## src/lscle_pkg.sv

```systemverilog
// Shared types, constants and a helper function for the LED strip current limit encoder.
`default_nettype none
package lscle_pkg;

    localparam int MAX_LEDS    = 48;
    localparam int END_GROUP   = 64;
    localparam int MAX_RESULTS = 62;

    localparam int IDX_W = $clog2(MAX_LEDS);
    localparam int CNT_W = $clog2(MAX_LEDS + 1);
    localparam int RES_W = $clog2(MAX_RESULTS + 1);
    localparam int STEP_W = 6;

    localparam logic [16:0] FULL_ONE         = 17'd65536;
    localparam logic [16:0] FACTOR_THRESHOLD = 17'd65471;
    localparam logic [12:0] LEVEL_MAX        = 13'd8191;
    localparam logic [12:0] PEAK_LOW         = 13'd8;
    localparam logic [12:0] PEAK_MID         = 13'd512;
    localparam logic [26:0] CEIL_ADD         = 27'd65535;

    localparam logic [7:0] HDR_START = 8'h00;
    localparam logic [7:0] HDR_LOW   = 8'hE1;
    localparam logic [7:0] HDR_MID   = 8'hE2;
    localparam logic [7:0] HDR_FULL  = 8'hFF;
    localparam logic [7:0] BYTE_ONES = 8'hFF;

    localparam logic [15:0] RST_TOTAL_LIMIT = 16'd20000;
    localparam logic [15:0] RST_SEG_LIMIT   = 16'd10000;
    localparam logic [5:0]  RST_SEG_SIZE    = 6'd16;

    typedef enum logic [1:0] {
        REG_TOTAL_LIMIT = 2'd0,
        REG_SEG_LIMIT   = 2'd1,
        REG_SEG_SIZE    = 2'd2
    } t_reg_idx;

    typedef enum logic [1:0] {
        KIND_START = 2'd0,
        KIND_LED   = 2'd1,
        KIND_END   = 2'd2
    } t_kind;

    typedef struct packed {
        logic [15:0] red_level;
        logic [15:0] green_level;
        logic [15:0] blue_level;
        logic        last_led;
    } t_in_word;

    typedef struct packed {
        t_kind       word_kind;
        logic [7:0]  brightness_byte;
        logic [7:0]  red_out;
        logic [7:0]  green_out;
        logic [7:0]  blue_out;
        logic        power_enable;
        logic        last_word;
    } t_out_word;

    typedef struct packed {
        logic              go;
        logic [STEP_W-1:0] steps;
        logic [31:0]       dividend;
        logic [15:0]       divisor;
    } t_div_req;

    typedef struct packed {
        logic        done;
        logic [31:0] quotient;
    } t_div_rsp;

    // mA at full scale per channel, in tenths
    function automatic logic [7:0] cur_coef(input logic [1:0] ch);
        logic [7:0] c;
        case (ch)
            2'd0:    c = 8'd231;
            2'd1:    c = 8'd186;
            default: c = 8'd183;
        endcase
        return c;
    endfunction

endpackage
`default_nettype wire

```

## src/lscle_div.sv

```systemverilog
// Shared restoring divider, one quotient bit per cycle.
`default_nettype none
module lscle_div (
    input  wire logic                i_clk,
    input  wire logic                i_rst_n,
    input  wire lscle_pkg::t_div_req i_req,
    output lscle_pkg::t_div_rsp      o_rsp
);
    logic                          r_busy;
    logic                          r_done;
    logic [lscle_pkg::STEP_W-1:0]  r_cnt;
    logic [31:0]                   r_dvd;
    logic [15:0]                   r_dvs;
    logic [15:0]                   r_rem;
    logic [31:0]                   r_quo;
    logic [16:0]                   n_trial;
    logic                          n_ge;

    assign n_trial = {r_rem, r_dvd[31]};
    assign n_ge    = n_trial >= {1'b0, r_dvs};

    always_ff @(posedge i_clk) begin
        if (!i_rst_n) begin
            r_busy <= 1'b0;
            r_done <= 1'b0;
        end else begin
            r_done <= 1'b0;
            if (i_req.go) begin
                r_busy <= 1'b1;
                r_cnt  <= i_req.steps;
                r_dvd  <= i_req.dividend;
                r_dvs  <= i_req.divisor;
                r_rem  <= '0;
                r_quo  <= '0;
            end else if (r_busy) begin
                r_rem <= n_ge ? 16'(n_trial - {1'b0, r_dvs}) : n_trial[15:0];
                r_quo <= {r_quo[30:0], n_ge};
                r_dvd <= {r_dvd[30:0], 1'b0};
                r_cnt <= r_cnt - 1'b1;
                if (r_cnt == lscle_pkg::STEP_W'(1)) begin
                    r_busy <= 1'b0;
                    r_done <= 1'b1;
                end
            end
        end
    end

    assign o_rsp.done     = r_done;
    assign o_rsp.quotient = r_quo;
endmodule
`default_nettype wire

```

## config.mk

```make
export PLATFORM = sky130hd
export DESIGN_NAME = lscle_div
export DESIGN_NICKNAME = d
export VERILOG_FILES = /design/src/lscle_pkg.sv /design/src/lscle_div.sv
export SDC_FILE = /design/constraint.sdc
export NUM_CORES = 1
export LEC_CHECK = 0
export BUFFER_PORTS_ARGS = -buffer_cell sky130_fd_sc_hd__buf_2
export CORE_ASPECT_RATIO = 1.25
export CORE_MARGIN = 2
export CORE_UTILIZATION = 51
export DETAILED_ROUTE_END_ITERATION = 10
export GPL_TIMING_DRIVEN = 1
export PLACE_DENSITY = 0.82
export SYNTH_ARGS = -nofsm -noshare
export SYNTH_HDL_FRONTEND = slang
export SYNTH_SLANG_ARGS = --single-unit
```

## constraint.sdc

```tcl
create_clock -name i_clk -period 8.6 [get_ports i_clk]
set_input_delay 1.72 -clock i_clk [delete_from_list [all_inputs] [get_ports i_clk]]
set_output_delay 1.72 -clock i_clk [all_outputs]
set_load 0.01 [all_outputs]
```

Word level (Yosys, flattened, before mapping)
Cells that the tools add are included.

storage, ports and cells
  bits in registers = 104
  input bits = 57
  output and inout port bits = 33
  logic and storage cells = 28

cells by class
  add/sub/neg operators = 2
  magnitude comparators = 1
  equal/unequal tests = 1
  mux-type cells = 11
  bitwise gates (word level) = 2
  reductions and logical operators = 4

operators by type and width
  kind                                               count
  2-to-1 mux 32 bit                                  3
  2-to-1 mux 16 bit                                  2
  greater-or-equal comparator 17 x 16 -> 1 bit       1
  subtractor 16 bit                                  1
  2-to-1 mux 6 bit                                   2
  == test 6 x 1 -> 1 bit (second input constant)     1
  subtractor 6 x 1 -> 6 bit (second input constant)  1
  2-to-1 mux 1 bit                                   4
  AND reduction 2 bit                                2
  OR reduction 3 bit                                 1
  NOT 1 bit                                          2
  nonzero test 2 bit                                 1

Depth between registers and ports, before layout
Gate-level depths: netlist of run 1.

  depth after elaboration = 4
  mapped depth = 10
  gate-level depth less buffers = 10

Worst setup path before layout of run 1
Ideal clock, no wire load.

  kind = input to register
  start point = input i_req[54] (netlist bit)
  end point = register r_cnt[0] (netlist bit) (enable)
  library setup time = 0.452 ns
  arrival = 3.991 ns
  data required time = 8.148 ns
  slack = 4.157 ns
  stages on the path = 2
  cells stage by stage = clkbuf_1 o21a_1

on the way
  longest elaborated chain between the ends = 2

ends and longest elaborated chain
  item                                  line             text
  start, declared                       lscle_div.sv:6   input wire lscle_pkg::t_div_req i_req,
  nonzero test 2 bit (no source line)   -
  AND reduction 2 bit (no source line)  -
  end signal, assigned                  lscle_div.sv:30  r_cnt <= i_req.steps;
  end signal, assigned                  lscle_div.sv:39  r_cnt <= r_cnt - 1'b1;
  end, declared                         lscle_div.sv:11  logic [lscle_pkg::STEP_W-1:0] r_cnt;

Every way passes these cells.
A chain may end at the register's enable or synchronous reset.

Worst setup path in the final report of run 1
  start point = input i_req[54] (netlist bit)
  end point = register r_rem[9] (enable)

on the way
  longest elaborated chain between the ends = 2

ends and longest elaborated chain
  item                                  line             text
  nonzero test 2 bit (no source line)   -
  AND reduction 2 bit (no source line)  -
  end signal, assigned                  lscle_div.sv:36  r_rem <= n_ge ? 16'(n_trial - {1'b0, r_dvs}) : n_trial[15:0];
  end, declared                         lscle_div.sv:14  logic [15:0] r_rem;

Every way passes these cells.

==> flow_metrics.py, run 1 <==
metrics = {
    "cts": {
        "clock_root_cell": "clkbuf_16",
        "post_cts_setup_driven_buffer_insertion_count": 0,
        "cts.path.max_buffers": 2,
        "ctsHtreeMaxLevel": 3,
        "cts_num_sinks": 104,
        "numCtsBuffers": 9,
        "cts_hold_buf": 0,
        "cts_resized": 0,
        "clkSlewWorstSetupHoldPaths_ns": 0.07,
        "clock_insertion_delay_worst_skew_ns": 0.35,
        "cts_tree": "yes",
    },
    "detailed_routing": {
        "dr_total_vias": 3121,
        "drt_first_pass_iters": 6,
        "drt_via_density": 5.30,
        "route.detailed.drc": 0,
        "antenna_left": 0,
        "route.final.wire_length_microns": 9150,
        "routedWlPerCell_microns": 15.5,
        "drt_iter0_markers": 152,
    },
    "synthesis": {
        "postSynthNetCount": 446,
        "synth.top_cell.area_share_pct": 62.1,
        "ys_seq_area_share_pct": 62.9,
        "post_synth_num_cell_types": 43,
        "synth.ff_latch_count": 104,
        "synth_warnings": 0,
        "syn_area_per_cell_sq_um": 13.3,
        "post-synth-top-area-cell": "edfxtp_1",
        "post_synth_instance_area_sq_um": 4930,
        "post_synth_inst_count": 370,
        "synth_top_cells_by_area": "edfxtp_1 (62%), mux2_2 (7.1%), ha_1 (4.6%)",
    },
    "worst_setup_path": {
        "cp.buffers_inverters": 2,
        "worstReg2RegStart": "r_rem[9]",
        "ff2ff_path_depth": 8,
        "path_delay_family": "compound AO/OA/AOI/OAI gates",
        "crit_fanout": 92,
        "cp_cell_sequence": "buf_2, buf_4, o21a_4",
        "crit_path_slowest_cell": "o21a_4",
        "kind_of_capture_point_of_the_worst_setup_path": "flip-flop",
        "worstSetupStartpoint": "i_req[54]",
        "crit_type": "input port to flip-flop",
        "worst_setup_path_endpoint": "r_rem[9]",
        "register_to_register_setup_slack_ns": 5.90,
        "cp.depth": 3,
        "critPathLaunchType": "input port",
        "cp.arrival_ns": 3.64,
        "critical_path.max_stage_delay_ns": 1.03,
        "cp.required_ns": 8.57,
        "r2r_end": "r_rem[15]",
    },
    "final_layout": {
        "num_antenna_cells": 0,
        "finish.net_count": 534,
        "final.fill_count": 786,
        "drive_above_1_share_pct": 30.2,
        "syn_to_final_growth_pct": 17.4,
    },
    "die": {
        "floorplan.rows": 40,
        "die_height_microns": 114,
        "die_x_microns": 91.9,
        "core_region_area_sq_um": 9510,
        "start_util_pct": 51.8,
        "pin_count": 90,
        "die_footprint_sq_um": 10500,
    },
    "global_routing": {
        "antenna_violations_before_repair": 0,
        "pin_count_of_the_biggest_net_entering_global_routing": 93,
        "grt_pass1_wl_microns": 14800,
        "grt_use_total_pct": 18.1,
        "grt_pass1_vias": 3107,
        "grt_overflow": 0,
    },
    "power": {
        "cellLeakagePower_nw": 2.30,
        "power_density_nw_per_um2": 214,
        "worst_ir_drop_vdd_mv": 0.113,
    },
    "sta": {
        "finClkSkew_ns": 0.00756,
        "slew_viol_final": 0,
        "final.period_utilization_pct": 42.7,
        "timing_worst_slew_pin_value_ns": 1.18,
        "maxClockFrequency_mhz": 272,
        "grt_setup_unrepaired": "false",
        "min_period_ns": 3.67,
        "final_hold_viol_count": 0,
        "setup_slack_ns": 4.93,
        "worst_slew_margin_rel_pct": 21.0,
        "setup_violations": 0,
        "setup-tns-final_ns": 0,
    },
    "place": {
        "finalWeightedCongestion": 0.824,
        "dp_slack_ns": 4.56,
        "dpl_wire_length_microns": 6090,
        "place.port_buffers": 89,
    },
    "status": {
        "run_status": "completed",
    },
    "job": {
        "timing.max_cap.violations": 0,
    },
    "hold_path": {
        "min-delay-path-class": "flip-flop to flip-flop",
    },
}
[metrics by stage]
step,power [mW],instances,cell area (sq um),utilization [%],hold slack [ns]
finish,1.24,589,5790,60.9,0.459
CTS,1.24,589,5790,60.9,0.460
detailed placement,0.828,573,5490,57.7,0.445
global route,1.29,589,5790,60.9,0.486
floorplan,0.774,370,4930,-,0.415
global placement,0.818,573,5490,57.7,0.442
[registers in the layout, summed over array words and instances, names as in the netlist]
| register | cells |
|---|---|
| r_rem | 16 |
| r_dvd | 32 |
| r_busy | 1 |
| r_dvs | 16 |
| r_done | 1 |
| r_quo | 32 |
| r_cnt | 6 |
[synth_stat cells (all sizes together)]
cell / count
buf: 4
nor2: 17
o21bai: 2
a31oi: 4
inv: 24
a211oi: 1
and3: 2
nor3: 4
o21a: 5
fa: 1
nand3b: 1
mux2: 31
mux2i: 8
or4: 1
and2: 6
or2: 3
nand2b: 1
o311ai: 1
nand3: 11
nor2b: 36
dfxtp: 2
xnor2: 10
edfxtp: 102
a21o: 2
o31ai: 1
a21oi: 13
clkbuf: 9
o32ai: 1
xor2: 6
ha: 18
nand4: 2
nand2: 21
o2111ai: 2
o221ai: 1
a22o: 1
o21ai: 15
a221o: 1
[worst min-delay path, stage by stage (launching register included)]
cell	delay, ns
dfxtp_1	0.33
nand2_1	0.06
nor3_1	0.04
[worst min-delay path by stage]
stage,from,to,slack [ns],cells past startpoint
2_1_floorplan,r_busy,r_done,0.41,2
3_3_place_gp,r_busy,r_done,0.44,2
3_5_place_dp,r_busy,r_done,0.45,2
4_1_cts,r_busy,r_done,0.46,2
5_1_grt,r_busy,r_done,0.49,2
6_report,r_busy,r_done,0.46,2
[cell type report]
class	instances	area, sq um	area share, %
Sequential cell	104	3100	53.6
Multi-Input combinational cell	229	1680	29.1
Timing Repair Buffer	90	453	7.83
Clock buffer	9	225	3.89
Tap cell	126	158	2.72
Inverter	24	90.1	1.56
Clock inverter	7	76.3	1.32
[power breakdown]
group / internal, mW / total, mW / switching, mW
registers: 0.604 / 0.620 / 0.0158
clock network: 0.229 / 0.418 / 0.190
logic: 0.0890 / 0.198 / 0.109
[logic make-up (layout without fill, tap and decap cells)]
group | Yosys count | in the layout | synth area share (%)
AO/OA/AOI/OAI | 50 | 50 | 6.29
adder cells (fa/ha/maj) | 19 | 19 | 4.97
AND/OR/NAND/NOR | 105 | 105 | 11.2
flip-flops | 104 | 104 | 62.9
multiplexers | 39 | 39 | 8.71
XOR/XNOR | 16 | 16 | 2.84
buffers and inverters | 37 | 130 | 3.07
[routing by layer]
layer / GRT usage, % / vias up / wire length [microns] / part of all wire (%)
li1: - / 1511 / - / -
met1: 22.8 / 1483 / 3870 / 42
met2: 28.9 / 105 / 4410 / 48
met3: 4.69 / 22 / 583 / 6.4
met4: 9.85 / 0 / 292 / 3.2
met5: 0 / - / 0 / 0
[placed cells by master, fill, tap and decap left out, types with 4 or more instances in the layout]
master     synthesis  routed
edfxtp_1         102     102
buf_2              1      89
nor2b_1           36      36
mux2_2            31      31
inv_1             24      24
nand2_1           21      21
ha_1              18      18
nor2_1            17      17
a21oi_1           13      13
o21ai_0           12      12
nand3_1           11      11
xnor2_1           10      10
clkbuf_16          0       9
mux2i_1            8       8
xor2_1             6       6
and2_1             5       5
nor3_1             4       4
a31oi_1            4       4
o21a_1             5       4
Power figures use the tool's default switching activity.
==> run 2: changes to the inputs <==
==> constraint.sdc (replaced) <==
create_clock -name i_clk -period 3.8 [get_ports i_clk]
set_input_delay 0.76 -clock i_clk [delete_from_list [all_inputs] [get_ports i_clk]]
set_output_delay 0.76 -clock i_clk [all_outputs]
set_load 0.01 [all_outputs]
==> run 2 against run 1 <==
Clock-buffer cell count is 1 higher; first-iteration DRC count increased by 16%; utilization shrank 0.13 points; via count up 0.22%; cell count grew 0.34%; sequential cell count stayed put; critical path depth increased by 6; non-clock buffer count rose by 2; global-route usage is 0.53 points higher; clock power increased by 110%; sequential power rose by 130%.
==> flow_metrics.py, run 2 (synthesis results as in run 1) <==
metrics = {
    "sta": {
        "slew_viol_final": 0,
        "final.period_utilization_pct": 71.1,
        "worst_hold_slack_ns": 0.484,
        "maxClockFrequency_mhz": 370,
        "setup_violations": 0,
        "min_period_ns": 2.70,
        "grt_setup_unrepaired": "false",
        "timing_worst_slew_pin_value_ns": 0.921,
        "setup-tns-final_ns": 0,
        "finClkSkew_ns": 0.00691,
        "final_hold_viol_count": 0,
        "worst_slew_margin_rel_pct": 38.6,
    },
    "power": {
        "power_density_nw_per_um2": 469,
        "cellLeakagePower_nw": 2.29,
        "worst_ir_drop_vdd_mv": 0.315,
    },
    "final_layout": {
        "final.fill_count": 781,
        "drive_above_1_share_pct": 30.1,
        "num_antenna_cells": 0,
        "syn_to_final_growth_pct": 17.2,
        "multi_input_comb_area_sq_um": 1680,
        "finalInstanceArea_sq_um": 5780,
        "layout_commonest_cell": "edfxtp_1",
        "biggestRegsByFlops": "r_dvd: 32 flops, r_quo: 32 flops",
        "finish.net_count": 536,
        "finalNonFillerCells": 591,
        "layout.cells.most_common_list": "edfxtp_1 (102), buf_2 (89), nor2b_1 (36)",
        "layout.area.seq_sq_um": 3100,
    },
    "worst_setup_path": {
        "worstSetupStartpoint": "r_dvs[1]",
        "cp.buffers_inverters": 1,
        "crit_type": "flip-flop to flip-flop",
        "path_delay_family": "compound AO/OA/AOI/OAI gates",
        "kind_of_capture_point_of_the_worst_setup_path": "flip-flop",
        "cp.required_ns": 3.90,
        "cp_cell_sequence": "inv_1, ha_1, nor2b_1, o2111ai_1, a31oi_1, o32ai_1, o221ai_1, xnor2_1, o21ai_1",
        "critPathLaunchType": "flip-flop",
        "crit_fanout": 3,
        "crit_path_slowest_cell": "o32ai_1",
        "cp.arrival_ns": 2.80,
        "worstReg2RegStart": "r_dvs[1]",
        "critical_path.max_stage_delay_ns": 0.62,
    },
    "cts": {
        "cts_hold_buf": 0,
        "cts_tree": "yes",
        "clock_root_cell": "clkbuf_16",
        "ctsHtreeMaxLevel": 3,
        "cts_num_sinks": 104,
        "post_cts_setup_driven_buffer_insertion_count": 0,
        "clkSlewWorstSetupHoldPaths_ns": 0.07,
        "clock_insertion_delay_worst_skew_ns": 0.34,
        "cts_resized": 0,
        "numCtsBuffers": 9,
        "cts.path.max_buffers": 2,
    },
    "global_routing": {
        "antenna_violations_before_repair": 0,
        "grt_pass1_vias": 3152,
        "grt_pass1_wl_microns": 15000,
        "grt_overflow": 0,
        "pin_count_of_the_biggest_net_entering_global_routing": 89,
        "grt_use_total_pct": 18.7,
    },
    "place": {
        "post_place_cells": 575,
        "dpl_wire_length_microns": 6450,
        "dpl-instance-area_sq_um": 5500,
        "place.port_buffers": 89,
        "finalWeightedCongestion": 0.943,
    },
    "detailed_routing": {
        "route.final.wire_length_microns": 9240,
        "drt_first_pass_iters": 4,
        "dr_total_vias": 3128,
        "drt_via_density": 5.29,
        "route.detailed.drc": 0,
        "routedWlPerCell_microns": 15.6,
        "antenna_left": 0,
        "drt_iter0_markers": 177,
    },
    "die": {
        "die_height_microns": 114,
        "pin_count": 90,
        "core_region_area_sq_um": 9510,
        "floorplan.rows": 40,
        "start_util_pct": 51.8,
        "die_footprint_sq_um": 10500,
        "die_x_microns": 91.9,
    },
    "status": {
        "run_status": "completed",
    },
    "hold_path": {
        "timing.hold.worst.start": "r_busy",
        "min-delay-path-class": "flip-flop to flip-flop",
    },
    "job": {
        "timing.max_cap.violations": 0,
    },
}
## run 2: cell types whose count changed in the layout (fill, tap and decap cells not counted), sizes merged
cell / before / now
bufinv: 1 / 0
clkinv: 2 / 4
inv: 27 / 25
clkbuf: 9 / 10
buf: 90 / 92
## run 2: through the flow
stage	utilization, %	setup slack (ns)	power, mW
after floorplan	-	0.317	1.75
after global placement	57.9	1.26	1.85
after detailed placement	57.9	1.15	1.88
after CTS	60.7	1.13	2.73
after global routing	60.7	0.897	2.84
final	60.7	1.10	2.71
## run 2: routing by layer
metal	up-vias	GRT usage (%)	wire length, microns
li1	1520	-	-
met1	1502	23.2	4020
met2	90	30.4	4510
met3	16	6.14	559
met4	0	7.36	154
met5	-	0	0
## run 2: area by class of cell
cell class | instances | area share, %
Clock buffer | 10 | 3.96
Multi-Input combinational cell | 229 | 29.1
Clock inverter | 6 | 0.780
Sequential cell | 104 | 53.7
Tap cell | 126 | 2.73
Timing Repair Buffer | 92 | 8.10
Inverter | 24 | 1.56
## run 2: worst min-delay path, stage by stage, from the launching register on
cell and delay (ns):
dfxtp_1 0.32, nand2_1 0.07, nor3_1 0.05
## run 2: where the power goes
part / internal (mW) / switching, mW
logic: 0.203 / 0.249
clock network: 0.448 / 0.410
registers: 1.37 / 0.0345
## run 2: worst paths after layout
kind / to / slack (ns) / cells past startpoint
worst min register to register: r_done / 0.48 / 2
worst min-delay path: r_done / 0.48 / 2
worst max register to register: r_rem[15] / 1.10 / 9
worst max-delay path: r_rem[15] / 1.10 / 9
==> run 3: changes to the inputs <==
==> constraint.sdc (replaced) <==
create_clock -name i_clk -period 2.5 [get_ports i_clk]
set_input_delay 0.5 -clock i_clk [delete_from_list [all_inputs] [get_ports i_clk]]
set_output_delay 0.5 -clock i_clk [all_outputs]
set_load 0.01 [all_outputs]
==> run 3 against run 2 <==
Clock power grew 64%; routed wire length is 6.2% higher; critical path type unchanged; largest cell class unchanged; global-route usage rose by 0.34 points; critical endpoint is now r_rem[14]; non-clock buffer count up 23; combinational power is 80% higher; critical path depth down 1; via count is 3.3% higher; sequential power up 52%.
==> flow_metrics.py, run 3 (synthesis results as in run 1) <==
metrics = {
    "global_routing": {
        "pin_count_of_the_biggest_net_entering_global_routing": 44,
        "grt_overflow": 0,
        "grt_pass1_vias": 3394,
        "antenna_violations_before_repair": 0,
        "grt_use_total_pct": 19.0,
        "grt_pass1_wl_microns": 15400,
    },
    "cts": {
        "clock_insertion_delay_worst_skew_ns": 0.34,
        "clkSlewWorstSetupHoldPaths_ns": 0.07,
        "cts_tree": "yes",
        "cts.path.max_buffers": 2,
        "numCtsBuffers": 9,
        "cts_num_sinks": 104,
        "ctsHtreeMaxLevel": 3,
        "clock_root_cell": "clkbuf_16",
        "cts_hold_buf": 0,
    },
    "power": {
        "worst_ir_drop_vdd_mv": 0.334,
        "power_density_nw_per_um2": 713,
        "cellLeakagePower_nw": 2.43,
        "power_mw": 4.35,
    },
    "status": {
        "run_status": "completed",
    },
    "worst_setup_path": {
        "kind_of_capture_point_of_the_worst_setup_path": "flip-flop",
        "crit_type": "flip-flop to flip-flop",
        "crit_fanout": 5,
        "critical_path.max_stage_delay_ns": 0.44,
        "cp_cell_sequence": "ha_1, nand4_1, or4_1, and3_1, o21a_1, and2_4, or2_4, o21ai_2",
        "critPathLaunchType": "flip-flop",
        "cp.buffers_inverters": 0,
        "cp.required_ns": 2.70,
        "crit_path_slowest_cell": "edfxtp_1",
        "path_delay_family": "simple AND/OR/NAND/NOR gates",
        "cp.arrival_ns": 2.67,
    },
    "sta": {
        "min_period_ns": 2.47,
        "setup-tns-final_ns": 0,
        "finClkSkew_ns": 0.00798,
        "maxClockFrequency_mhz": 405,
        "worst_slew_margin_rel_pct": 71.3,
        "timing_worst_slew_pin_value_ns": 0.426,
        "slew_viol_final": 0,
        "final_hold_viol_count": 0,
        "final.period_utilization_pct": 98.8,
        "grt_setup_unrepaired": "true",
        "setup_violations": 0,
        "worst_hold_slack_ns": 0.335,
        "setup_slack_ns": 0.0290,
    },
    "final_layout": {
        "biggestRegsByFlops": "r_dvd: 32 flops, r_quo: 32 flops",
        "num_antenna_cells": 0,
        "fin_util_pct": 64.2,
        "finalInstanceArea_sq_um": 6110,
        "drive_above_1_share_pct": 36.2,
        "final.fill_count": 743,
        "finish.net_count": 561,
        "layout_commonest_cell": "edfxtp_1",
        "syn_to_final_growth_pct": 23.9,
        "layout.cells.most_common_list": "edfxtp_1 (102), buf_2 (89), nor2b_1 (36)",
        "finalNonFillerCells": 615,
    },
    "hold_path": {
        "min-delay-path-class": "input port to flip-flop",
    },
    "die": {
        "core_region_area_sq_um": 9510,
        "pin_count": 90,
        "die_height_microns": 114,
        "die_footprint_sq_um": 10500,
        "die_x_microns": 91.9,
        "floorplan.rows": 40,
        "start_util_pct": 51.8,
    },
    "detailed_routing": {
        "route.detailed.drc": 0,
        "dr_total_vias": 3231,
        "drt_via_density": 5.25,
        "routedWlPerCell_microns": 16.0,
        "drt_iter0_markers": 192,
        "route.final.wire_length_microns": 9810,
        "antenna_left": 0,
        "drt_first_pass_iters": 4,
    },
    "place": {
        "dpl_wire_length_microns": 6600,
        "dpl-instance-area_sq_um": 5660,
        "dp_slack_ns": -0.0105,
        "post_place_cells": 593,
        "place.port_buffers": 89,
        "finalWeightedCongestion": 0.915,
    },
    "job": {
        "timing.max_cap.violations": 0,
    },
}
-- run 3: power by group --
| group | switching (mW) | internal, mW | leakage, nW |
|---|---|---|---|
| Sequential | 0.0562 | 2.07 | 1.00 |
| Clock | 0.629 | 0.778 | 0.144 |
| Combinational | 0.419 | 0.393 | 1.29 |
| Total | 1.10 | 3.25 | 2.43 |
-- run 3: worst paths after layout --
| check | startpoint | to | slack (ns) | cells after the start |
|---|---|---|---|---|
| setup reg to reg | r_rem[7] | r_rem[14] | 0.03 | 8 |
| hold reg to reg | r_busy | r_done | 0.46 | 2 |
| hold / removal | i_req[13] | r_dvs[13] | 0.33 | 1 |
| setup / recovery | r_rem[7] | r_rem[14] | 0.03 | 8 |
-- run 3: area by class of cell --
| type | instances | area (sq um) | area share [%] |
|---|---|---|---|
| Sequential cell | 104 | 3100 | 50.8 |
| Multi-Input combinational cell | 231 | 1800 | 29.4 |
| Timing Repair Buffer | 115 | 666 | 10.9 |
| Clock buffer | 9 | 225 | 3.69 |
| Tap cell | 126 | 158 | 2.58 |
| Inverter | 24 | 90.1 | 1.48 |
| Clock inverter | 6 | 67.6 | 1.11 |
-- run 3: routing by layer --
metal	wire, microns	share of wire (%)	GRT usage (%)	up-vias
met5	0	0	0	-
met4	296	3.0	10.6	0
met3	536	5.5	4.76	26
met2	4770	49	31.2	92
met1	4210	43	23.0	1545
li1	-	-	-	1568
-- run 3: repair_timing --
action | in CTS | in global routing
buffers inserted | 0 | 5
pin swaps | 0 | 4
gates cloned | 1 | 1
resized for setup | 1 | 15
endpoints found under the setup margin | 5 | 17
